### src/hdl/dpq_pkg.sv
`default_nettype none

package dpq_pkg;

  localparam int unsigned DEF_CAPACITY = 64;

  localparam int unsigned PID_W    = 31;
  localparam int unsigned DL_W     = 31;
  localparam int unsigned STATUS_W = 2;
  localparam int unsigned OCC_W    = 7;

  localparam int unsigned IN_DATA_W  = 64;  // pid, deadline, zero pad
  localparam int unsigned OUT_DATA_W = 72;  // status, min valid, pid, deadline, occupancy

  typedef enum logic {
    OP_INSERT = 1'b0,
    OP_DELETE = 1'b1
  } opcode_e;

  typedef enum logic [STATUS_W-1:0] {
    ST_OK       = 2'd0,
    ST_FULL     = 2'd1,
    ST_NO_MATCH = 2'd2
  } status_e;

  typedef enum logic [1:0] {
    S_IDLE,
    S_CMP,
    S_SCAN,
    S_COMMIT
  } state_e;

  // controller -> datapath
  typedef struct packed {
    logic load_item;
    logic cmp;
    logic scan;
    logic commit;
  } dp_cmd_t;

  // datapath -> controller
  typedef struct packed {
    logic is_delete;
  } dp_stat_t;

endpackage

`default_nettype wire

### src/hdl/dpq_ctrl.sv
`default_nettype none

module dpq_ctrl (
  input  logic             clk_i,
  input  logic             rst_ni,
  input  logic             s_tvalid_i,
  output logic             s_tready_o,
  output logic             m_tvalid_o,
  input  logic             m_tready_i,
  input  dpq_pkg::dp_stat_t stat_i,
  output dpq_pkg::dp_cmd_t  cmd_o
);
  import dpq_pkg::*;

  state_e state_q, state_d;
  logic   out_valid_q, out_valid_d;
  logic   out_free;

  assign out_free = !out_valid_q || m_tready_i;

  always_comb begin
    state_d    = state_q;
    cmd_o      = '0;
    s_tready_o = 1'b0;
    case (state_q)
      S_IDLE: begin
        s_tready_o = 1'b1;
      end
      S_CMP: begin
        cmd_o.cmp = 1'b1;
        state_d   = stat_i.is_delete ? S_SCAN : S_COMMIT;
      end
      S_SCAN: begin
        cmd_o.scan = 1'b1;
        state_d    = S_COMMIT;
      end
      S_COMMIT: begin
        if (out_free) begin
          cmd_o.commit = 1'b1;
          s_tready_o   = 1'b1;
          state_d      = S_IDLE;
        end
      end
      default: begin
        state_d = S_IDLE;
      end
    endcase
    if (s_tvalid_i && s_tready_o) begin
      cmd_o.load_item = 1'b1;
      state_d         = S_CMP;
    end
  end

  always_comb begin
    out_valid_d = out_valid_q;
    if (m_tready_i) begin
      out_valid_d = 1'b0;
    end
    if (cmd_o.commit) begin
      out_valid_d = 1'b1;
    end
  end

  assign m_tvalid_o = out_valid_q;

  always_ff @(posedge clk_i or negedge rst_ni) begin
    if (!rst_ni) begin
      state_q     <= S_IDLE;
      out_valid_q <= 1'b0;
    end else begin
      state_q     <= state_d;
      out_valid_q <= out_valid_d;
    end
  end

endmodule

`default_nettype wire

### config.mk
export PLATFORM = sky130hd
export DESIGN_NAME = dpq_ctrl
export DESIGN_NICKNAME = d
export VERILOG_FILES = /design/src/hdl/dpq_pkg.sv /design/src/hdl/dpq_ctrl.sv
export SDC_FILE = /design/constraint.sdc
export NUM_CORES = 1
export LEC_CHECK = 0
export ABC_AREA = 0
export BUFFER_PORTS_ARGS = -buffer_cell sky130_fd_sc_hd__buf_2
export CORE_AREA = 2 2 39 41
export CTS_BUF_LIST = sky130_fd_sc_hd__clkbuf_4 sky130_fd_sc_hd__clkbuf_8
export CTS_CLUSTER_SIZE = 28
export DETAILED_ROUTE_END_ITERATION = 10
export DIE_AREA = 0 0 41 43
export GPL_TIMING_DRIVEN = 0
export SLEW_MARGIN = 30
export SYNTH_ARGS = -nofsm -noshare
export SYNTH_HDL_FRONTEND = slang
export SYNTH_SLANG_ARGS = --single-unit
### constraint.sdc
create_clock -name clk_i -period 2.2 [get_ports clk_i]
set_clock_uncertainty 0.15 [all_clocks]
set_input_delay 0.11 -clock clk_i [delete_from_list [all_inputs] [get_ports clk_i]]
set_output_delay 0.11 -clock clk_i [all_outputs]
set_load 0.01 [all_outputs]
==> flow_metrics.env, run 1 <==
export IMPL_ys_ff_latch=3
export IMPL_htreeDepth=1
export IMPL_cts_path_max_buffers=2
export IMPL_num_rows=14
export IMPL_rsz0062_at_grt="no"
export IMPL_numCtsBuffers=3
export IMPL_synth_fp_nets=34
export IMPL_period_needed_ns=1.80
export IMPL_irDropWorstVdd_v=0.000509
export IMPL_min_path_cells=3
export IMPL_die_w_um=41
export IMPL_area_growth_pct=41.5
export IMPL_grt_pass1_wl_um=703
export IMPL_vias_per_cell=3.98
export IMPL_period_share=0.819
export IMPL_dp_hpwl_um=366
export IMPL_tightest_slew_ns=0.211
export IMPL_dpl_worst_slack_ns=0.494
export IMPL_max_cap_viol_count=0
export IMPL_slew_limit_headroom=0.859
export IMPL_crit_type="reg -> out"
export IMPL_worstPathMaxFanout=6
export IMPL_p_per_area_mw_per_mm2=1640
export IMPL_worst_slack_ns=0.398
export IMPL_initial_core_util=0.192
export IMPL_core_mm2=0.00138
export IMPL_detail_route_antenna_nets=0
export IMPL_cts_root_buf="clkbuf_4"
export IMPL_drtIter0Drc=5
export IMPL_setup_worst_path_start_class="register"
export IMPL_avgSynthCellArea_um2=11.1
export IMPL_regToRegEndpoint="state_q[0]"
export IMPL_track_usage=0.0613
export IMPL_hold_class="in -> reg"
export IMPL_io_pins=11
export IMPL_place_inst=50
export IMPL_fin_nets=50
export IMPL_diodes=0
export IMPL_ff2ff_path_depth=5
export IMPL_worstHoldEndpoint="state_q[0]"
export IMPL_synthCells=24
export IMPL_yosysSeqAreaShare=0.283
export IMPL_numPortBuffers=10
export IMPL_grt_max_degree=7
export IMPL_gp_congestion=0.697
export IMPL_die_h_um=43
export IMPL_r2r_slack_ns=0.47
export IMPL_worst_r2r_startpoint="state_q[0]"
export IMPL_route_detailed_drc=0
export IMPL_setup_violations=0
export IMPL_synth_distinct_cells=16
export IMPL_dieArea_mm2=0.00176
export IMPL_stdcell_count=55
export IMPL_cts_tree="yes"
export IMPL_run_status="completed"
export IMPL_holdCritStartpoint="stat_i"
export IMPL_antenna_found_initial=0
export IMPL_drive_gt1_frac=0.538
export IMPL_wirelength_um=503
export IMPL_p_leak_nw=0.209
export IMPL_cp_required_ns=1.94
export IMPL_syn_area_um2=265
export IMPL_endpoint_kind="primary output"
export IMPL_power_mw=0.615
export IMPL_clock_fmax_ghz=0.555
export IMPL_grt_overflow=0
export IMPL_cp_cell_sequence="inv_1 -> ha_1 -> nor3b_2 -> buf_2"
export IMPL_firstDrtPassIters=4
export IMPL_clock_latency_ns=0.23
export IMPL_path_delay_family="flip-flops"
export IMPL_cp_arrival_ns=1.54
export IMPL_cp_num_buf_inv=2
export IMPL_wl_per_cell_um=9.15
export IMPL_slew_viol_final=0
export IMPL_max_stage_delay_ns=0.44
export IMPL_slowest_stage="dfrtp_1"
export IMPL_clkTransAtPathRegs_ns=0.04
export IMPL_final_common_cell="buf_2"
export IMPL_vias=219
export IMPL_clock_sinks=3
export IMPL_ys_warn_count=0
export IMPL_grt_pass1_vias=187
export IMPL_final_cell_mix="10 x buf_2, 5 x ha_1, 4 x clkbuf_4, 3 x dfrtp_1"
export IMPL_cts_setup_buffers=0
export IMPL_setup_tns_ns=0
export IMPL_finalHoldViolCount=0
worst reg2reg max path, delay by kind of cell, from the launching register on:
family          cells  cell delay (ns)
compound gates      1             0.08
fa+ha+maj           1             0.34
buf+inv             1             0.09
flops               1             0.44
mux                 2             0.50
state kept, by name (all words and copies together) (netlist names):
signal,flops
state_q,2
m_tvalid_o,1
final cells by class:
class / instances / area [um2]
buffer: 1 / 7.51
clock buffer: 4 / 30.0
sequential: 3 / 75.1
fill: 158 / 1010
tap: 16 / 20.0
multi-input combinational: 18 / 175
inverter: 2 / 7.51
timing repair buffer: 11 / 60.1
metrics by stage:
step / utilization / area, um2 / hold WS [ns]
after global routing: 0.271 / 375 / 0.0493
after global placement: 0.242 / 335 / -0.243
after CTS: 0.271 / 375 / 0.0399
after floorplan: - / 265 / -0.336
after detailed placement: 0.242 / 335 / -0.240
final: 0.271 / 375 / 0.0470
worst max-delay path by stage:
stage	startpoint	end	slack, ns	depth (start not counted)
2_1_floorplan	state_q[0]	state_q[0]	0.59	5
3_3_place_gp	state_q[0]	state_q[0]	0.50	5
3_5_place_dp	state_q[0]	state_q[0]	0.49	5
4_1_cts	state_q[0]	cmd_o[3]	0.39	4
5_1_grt	state_q[0]	cmd_o[3]	0.33	4
6_report	state_q[0]	cmd_o[3]	0.40	4
per-layer routing:
metal	global-route usage	up-vias	part of all wire
li1	-	107	-
met1	0.0806	105	0.49
met2	0.0750	7	0.45
met3	0.0157	0	0.066
met4	0.0600	0	0
met5	0	-	0
cell families (layout without fill, tap and decap cells):
kind of cell             Yosys count  count (layout)  synth area share
AO/OA/AOI/OAI                      3               3            0.0896
adder cells (fa/ha/maj)            5               5             0.236
buffers and inverters              3              18            0.0566
flip-flops                         3               3             0.283
multiplexers                       2               2            0.0943
AND/OR/NAND/NOR                    8               8             0.241
power by group:
| part | internal, mW | switching (mW) |
|---|---|---|
| Sequential | 0.0865 | 0.0404 |
| Clock | 0.0805 | 0.0319 |
| Combinational | 0.195 | 0.181 |
| Total | 0.362 | 0.253 |
synth_stat cells:
| library cell | n | area (um2) |
|---|---|---|
| a211oi_1 | 1 | 7.51 |
| or2b_1 | 1 | 7.51 |
| nand2b_4 | 1 | 13.8 |
| mux2_4 | 1 | 15.0 |
| ha_1 | 5 | 62.6 |
| dfrtp_1 | 3 | 75.1 |
| o21bai_2 | 1 | 11.3 |
| a21oi_1 | 1 | 5.00 |
| nand2_1 | 1 | 3.75 |
| inv_1 | 2 | 7.51 |
| nor3b_2 | 1 | 12.5 |
| mux2i_1 | 1 | 10.0 |
| nor2_1 | 2 | 7.51 |
| and2_2 | 1 | 7.51 |
| and3_4 | 1 | 11.3 |
| buf_4 | 1 | 7.51 |
what timing repair did:
item | 4_1_cts | 5_1_grt
hold endpoints to repair | 3 | 0
hold buffers | 1 | 0
gates resized for setup | 0 | 0
endpoints found under the setup margin | 0 | 0
(Power assumes the default switching activity.)
==> inputs of run 2 (changes only) <==
clock period = 1.6 ns   (was 2.2 ns; I/O delays follow)
==> flow_metrics.env, run 2 (synthesis gave the netlist of run 1 again) <==
export IMPL_numCtsBuffers=3
export IMPL_power_mw=1.09
export IMPL_p_comb_frac=0.700
export IMPL_clkTransAtPathRegs_ns=0.04
export IMPL_diodes=0
export IMPL_grt_pass1_wl_um=993
export IMPL_finalHoldViolCount=0
export IMPL_wl_per_cell_um=10.0
export IMPL_detail_route_antenna_nets=0
export IMPL_cp_required_ns=1.60
export IMPL_cts_root_buf="clkbuf_4"
export IMPL_cts_path_max_buffers=2
export IMPL_final_common_cell="buf_2"
export IMPL_hold_ws_ns=0.0251
export IMPL_dieArea_mm2=0.00176
export IMPL_fin_nets=57
export IMPL_core_mm2=0.00138
export IMPL_vias=245
export IMPL_drtIter0Drc=0
export IMPL_run_status="completed"
export IMPL_wirelength_um=622
export IMPL_place_inst=50
export IMPL_cp_cell_sequence="inv_2 -> ha_4 -> mux2_4 -> and3_4 -> o21bai_2"
export IMPL_gp_congestion=0.721
export IMPL_multi_input_area_um2=210
export IMPL_die_w_um=41
export IMPL_largest_reg_flops=2
export IMPL_setup_violations=0
export IMPL_endpoint_kind="register"
export IMPL_met3_usage=0.0471
export IMPL_regArea_um2=77.6
export IMPL_setup_worst_path_start_class="register"
export IMPL_tightest_slew_ns=0.169
export IMPL_switching_share=0.391
export IMPL_clock_sinks=3
export IMPL_grt_util_met1=0.109
export IMPL_placedInstanceArea_um2=348
export IMPL_drive_gt1_frac=0.761
export IMPL_p_int_mw=0.663
export IMPL_dp_hpwl_um=396
export IMPL_slew_viol_final=0
export IMPL_antenna_found_initial=0
export IMPL_grt_max_degree=5
export IMPL_regMostFlops="state_q"
export IMPL_max_cap_viol_count=0
export IMPL_route_detailed_drc=0
export IMPL_period_needed_ns=1.56
export IMPL_slowest_stage="dfrtp_2"
export IMPL_fin_util=0.336
export IMPL_clock_latency_ns=0.23
export IMPL_clock_fmax_ghz=0.641
export IMPL_num_rows=14
export IMPL_path_delay_family="flip-flops"
export IMPL_vias_per_cell=3.95
export IMPL_p_per_area_mw_per_mm2=2340
export IMPL_max_stage_delay_ns=0.43
export IMPL_io_pins=11
export IMPL_firstDrtPassIters=1
export IMPL_initial_core_util=0.192
export IMPL_track_usage=0.0893
export IMPL_crit_type="reg -> reg"
export IMPL_cp_num_buf_inv=1
export IMPL_stdcell_count=62
export IMPL_busiest_layer="met1"
export IMPL_power_switching_mw=0.426
export IMPL_power_clock_fraction=0.134
export IMPL_period_share=0.976
export IMPL_worstPathMaxFanout=4
export IMPL_met2_usage=0.106
export IMPL_die_h_um=43
export IMPL_final_cell_mix="10 x buf_2, 8 x buf_4, 4 x clkbuf_4, 3 x ha_1"
export IMPL_htreeDepth=1
export IMPL_pwr_share_seq=0.165
export IMPL_numPortBuffers=10
export IMPL_area_growth_pct=75.5
export IMPL_hold_class="in -> async"
export IMPL_cts_tree="yes"
export IMPL_irDropWorstVdd_v=0.000993
export IMPL_grt_pass1_vias=227
export IMPL_p_leak_nw=0.243
export IMPL_slew_limit_headroom=0.884
export IMPL_grt_overflow=0
export IMPL_fill_cells=150
export IMPL_final_area_um2=465
export IMPL_cp_arrival_ns=1.56
[run 2: final timing paths]
check                            from  slack (ns)         end  cells after the start
setup / recovery           state_q[1]        0.04  state_q[0]                      5
hold reg to reg            m_tvalid_o        0.48  m_tvalid_o                      2
max in group asynchronous      rst_ni        1.15  state_q[0]                      2
hold / removal                 rst_ni        0.03  m_tvalid_o                      2
setup reg to reg           state_q[1]        0.04  state_q[0]                      5
min in group clk_i             stat_i        0.04  state_q[0]                      3
[run 2: per-stage QoR]
step / setup TNS, ns / worst slack [ns]
final: 0 / 0.0388
after floorplan: 0 / 0.0480
after detailed placement: -0.0644 / -0.0616
after global routing: -0.00137 / -0.00137
after global placement: -0.0296 / -0.0296
after CTS: 0 / 0.0164
[run 2: layout make-up]
cell class | instances | area share
flip-flops and latches | 3 | 0.167
plain buffers | 1 | 0.0161
inverters | 2 | 0.0161
well taps | 16 | 0.0430
clock buffers | 4 | 0.0645
repair buffers | 18 | 0.242
multi-input cells | 18 | 0.452
[run 2: routing by layer]
layer | part of all wire | vias up | wire length (um)
li1 | - | 122 | -
met1 | 0.53 | 114 | 327
met2 | 0.41 | 9 | 253
met3 | 0.066 | 0 | 41
met4 | 0 | 0 | 0
met5 | 0 | - | 0
[run 2: what timing repair did]
item | CTS | global route
setup endpoints to repair | 4 | 2
pin swaps | 0 | 3
hold buffers | 1 | 0
endpoints found under the hold margin | 3 | 0
gates resized for setup | 7 | 1
setup buffers | 2 | 5
[run 2: power by group through the flow]
stage | Sequential [mW] | Clock, mW | Combinational [mW]
CTS | 0.169 | 0.155 | 0.665
detailed placement | 0.179 | 0 | 0.550
finish | 0.180 | 0.146 | 0.763
global route | 0.186 | 0.164 | 0.846
floorplan | 0.171 | 0 | 0.423
global placement | 0.175 | 0 | 0.544
==> inputs of run 3 (changes only) <==
BUFFER_PORTS_ARGS = -buffer_cell sky130_fd_sc_hd__buf_4   (was -buffer_cell sky130_fd_sc_hd__buf_2)
==> flow_metrics.env, run 3 (synthesis gave the netlist of run 1 again) <==
export IMPL_track_usage=0.0714
export IMPL_clkTransAtPathRegs_ns=0.04
export IMPL_cp_num_buf_inv=1
export IMPL_grt_max_degree=5
export IMPL_run_status="completed"
export IMPL_fin_util=0.341
export IMPL_route_detailed_drc=0
export IMPL_drive_gt1_frac=0.744
export IMPL_irDropWorstVdd_v=0.000698
export IMPL_area_growth_pct=77.8
export IMPL_max_cap_viol_count=0
export IMPL_slowest_stage="dfrtp_2"
export IMPL_finalHoldViolCount=0
export IMPL_grt_overflow=0
export IMPL_detail_route_antenna_nets=0
export IMPL_core_mm2=0.00138
export IMPL_die_w_um=41
export IMPL_wirelength_um=556
export IMPL_cts_path_max_buffers=2
export IMPL_cts_root_buf="clkbuf_4"
export IMPL_dp_hpwl_um=365
export IMPL_endpoint_kind="register"
export IMPL_slew_viol_final=0
export IMPL_crit_type="reg -> reg"
export IMPL_dpl_worst_slack_ns=-0.0489
export IMPL_period_needed_ns=1.55
export IMPL_cp_required_ns=1.61
export IMPL_tightest_slew_ns=0.200
export IMPL_clock_sinks=3
export IMPL_vias_per_cell=3.92
export IMPL_wl_per_cell_um=9.42
export IMPL_p_per_area_mw_per_mm2=2320
export IMPL_path_delay_family="flip-flops"
export IMPL_num_rows=14
export IMPL_gp_congestion=0.732
export IMPL_numCtsBuffers=3
export IMPL_diodes=0
export IMPL_slew_limit_headroom=0.866
export IMPL_clock_fmax_ghz=0.643
export IMPL_setup_worst_path_start_class="register"
export IMPL_grt_pass1_vias=185
export IMPL_numPortBuffers=10
export IMPL_fin_nets=54
export IMPL_period_share=0.972
export IMPL_die_h_um=43
export IMPL_final_cell_mix="14 x buf_4, 4 x clkbuf_4, 3 x ha_1"
export IMPL_clock_latency_ns=0.23
export IMPL_htreeDepth=1
export IMPL_worstPathMaxFanout=4
export IMPL_largest_reg_flops=2
export IMPL_dieArea_mm2=0.00176
export IMPL_firstDrtPassIters=2
export IMPL_grt_pass1_wl_um=800
export IMPL_hold_class="in -> async"
export IMPL_io_pins=11
export IMPL_initial_core_util=0.192
export IMPL_setup_tns_ns=0
export IMPL_power_mw=1.09
export IMPL_worst_slack_ns=0.0453
export IMPL_antenna_found_initial=0
export IMPL_cp_cell_sequence="inv_2 -> ha_4 -> mux2_4 -> and3_4 -> o21bai_2"
export IMPL_vias=231
export IMPL_p_leak_nw=0.234
export IMPL_setup_violations=0
export IMPL_rsz0062_at_grt="yes"
export IMPL_regMostFlops="state_q"
export IMPL_final_common_cell="buf_4"
export IMPL_cts_tree="yes"
export IMPL_max_stage_delay_ns=0.43
export IMPL_drtIter0Drc=1
export IMPL_cp_arrival_ns=1.56
run 3: metal layers:
layer | routed length, um | vias to the layer above | global-route usage
met2 | 231 | 13 | 0.0813
met5 | 0 | - | 0
met3 | 82 | 0 | 0.0628
met4 | 0 | 0 | 0.0200
met1 | 242 | 102 | 0.0968
li1 | - | 116 | -
run 3: worst paths after layout:
check	from	endpoint	slack, ns	depth (start not counted)
setup / recovery	state_q[1]	state_q[0]	0.05	5
hold / removal	rst_ni	m_tvalid_o	0.02	2
setup reg to reg	state_q[1]	state_q[0]	0.05	5
hold reg to reg	m_tvalid_o	m_tvalid_o	0.48	2
max in group asynchronous	rst_ni	state_q[1]	1.17	2
min in group clk_i	stat_i	state_q[0]	0.03	3
run 3: power by group:
part	switching (mW)	internal (mW)
logic	0.324	0.440
clock network	0.0390	0.110
registers	0.0547	0.124
total	0.418	0.674
run 3: stage by stage:
stage	cells	area, um2	hold WS [ns]
2_1_floorplan	24	278	-0.366
3_3_place_gp	50	373	-0.280
3_5_place_dp	50	373	-0.280
4_1_cts	57	443	0.0111
5_1_grt	59	472	0.0110
6_report	59	472	0.0233
run 3: cell type report:
class / instances / area, um2
fillers: 145 / 912
multi-input cells: 18 / 210
clock buffers: 4 / 30.0
well taps: 16 / 20.0
plain buffers: 1 / 7.51
repair buffers: 15 / 119
inverters: 2 / 7.51
flip-flops and latches: 3 / 77.6
run 3: timing repair:
item | CTS | global route
hold buffers | 1 | 0
gates resized for setup | 7 | 2
setup buffers | 2 | 2
endpoints found under the hold margin | 3 | 0
pin swaps | 0 | 3
endpoints found under the setup margin | 5 | 1
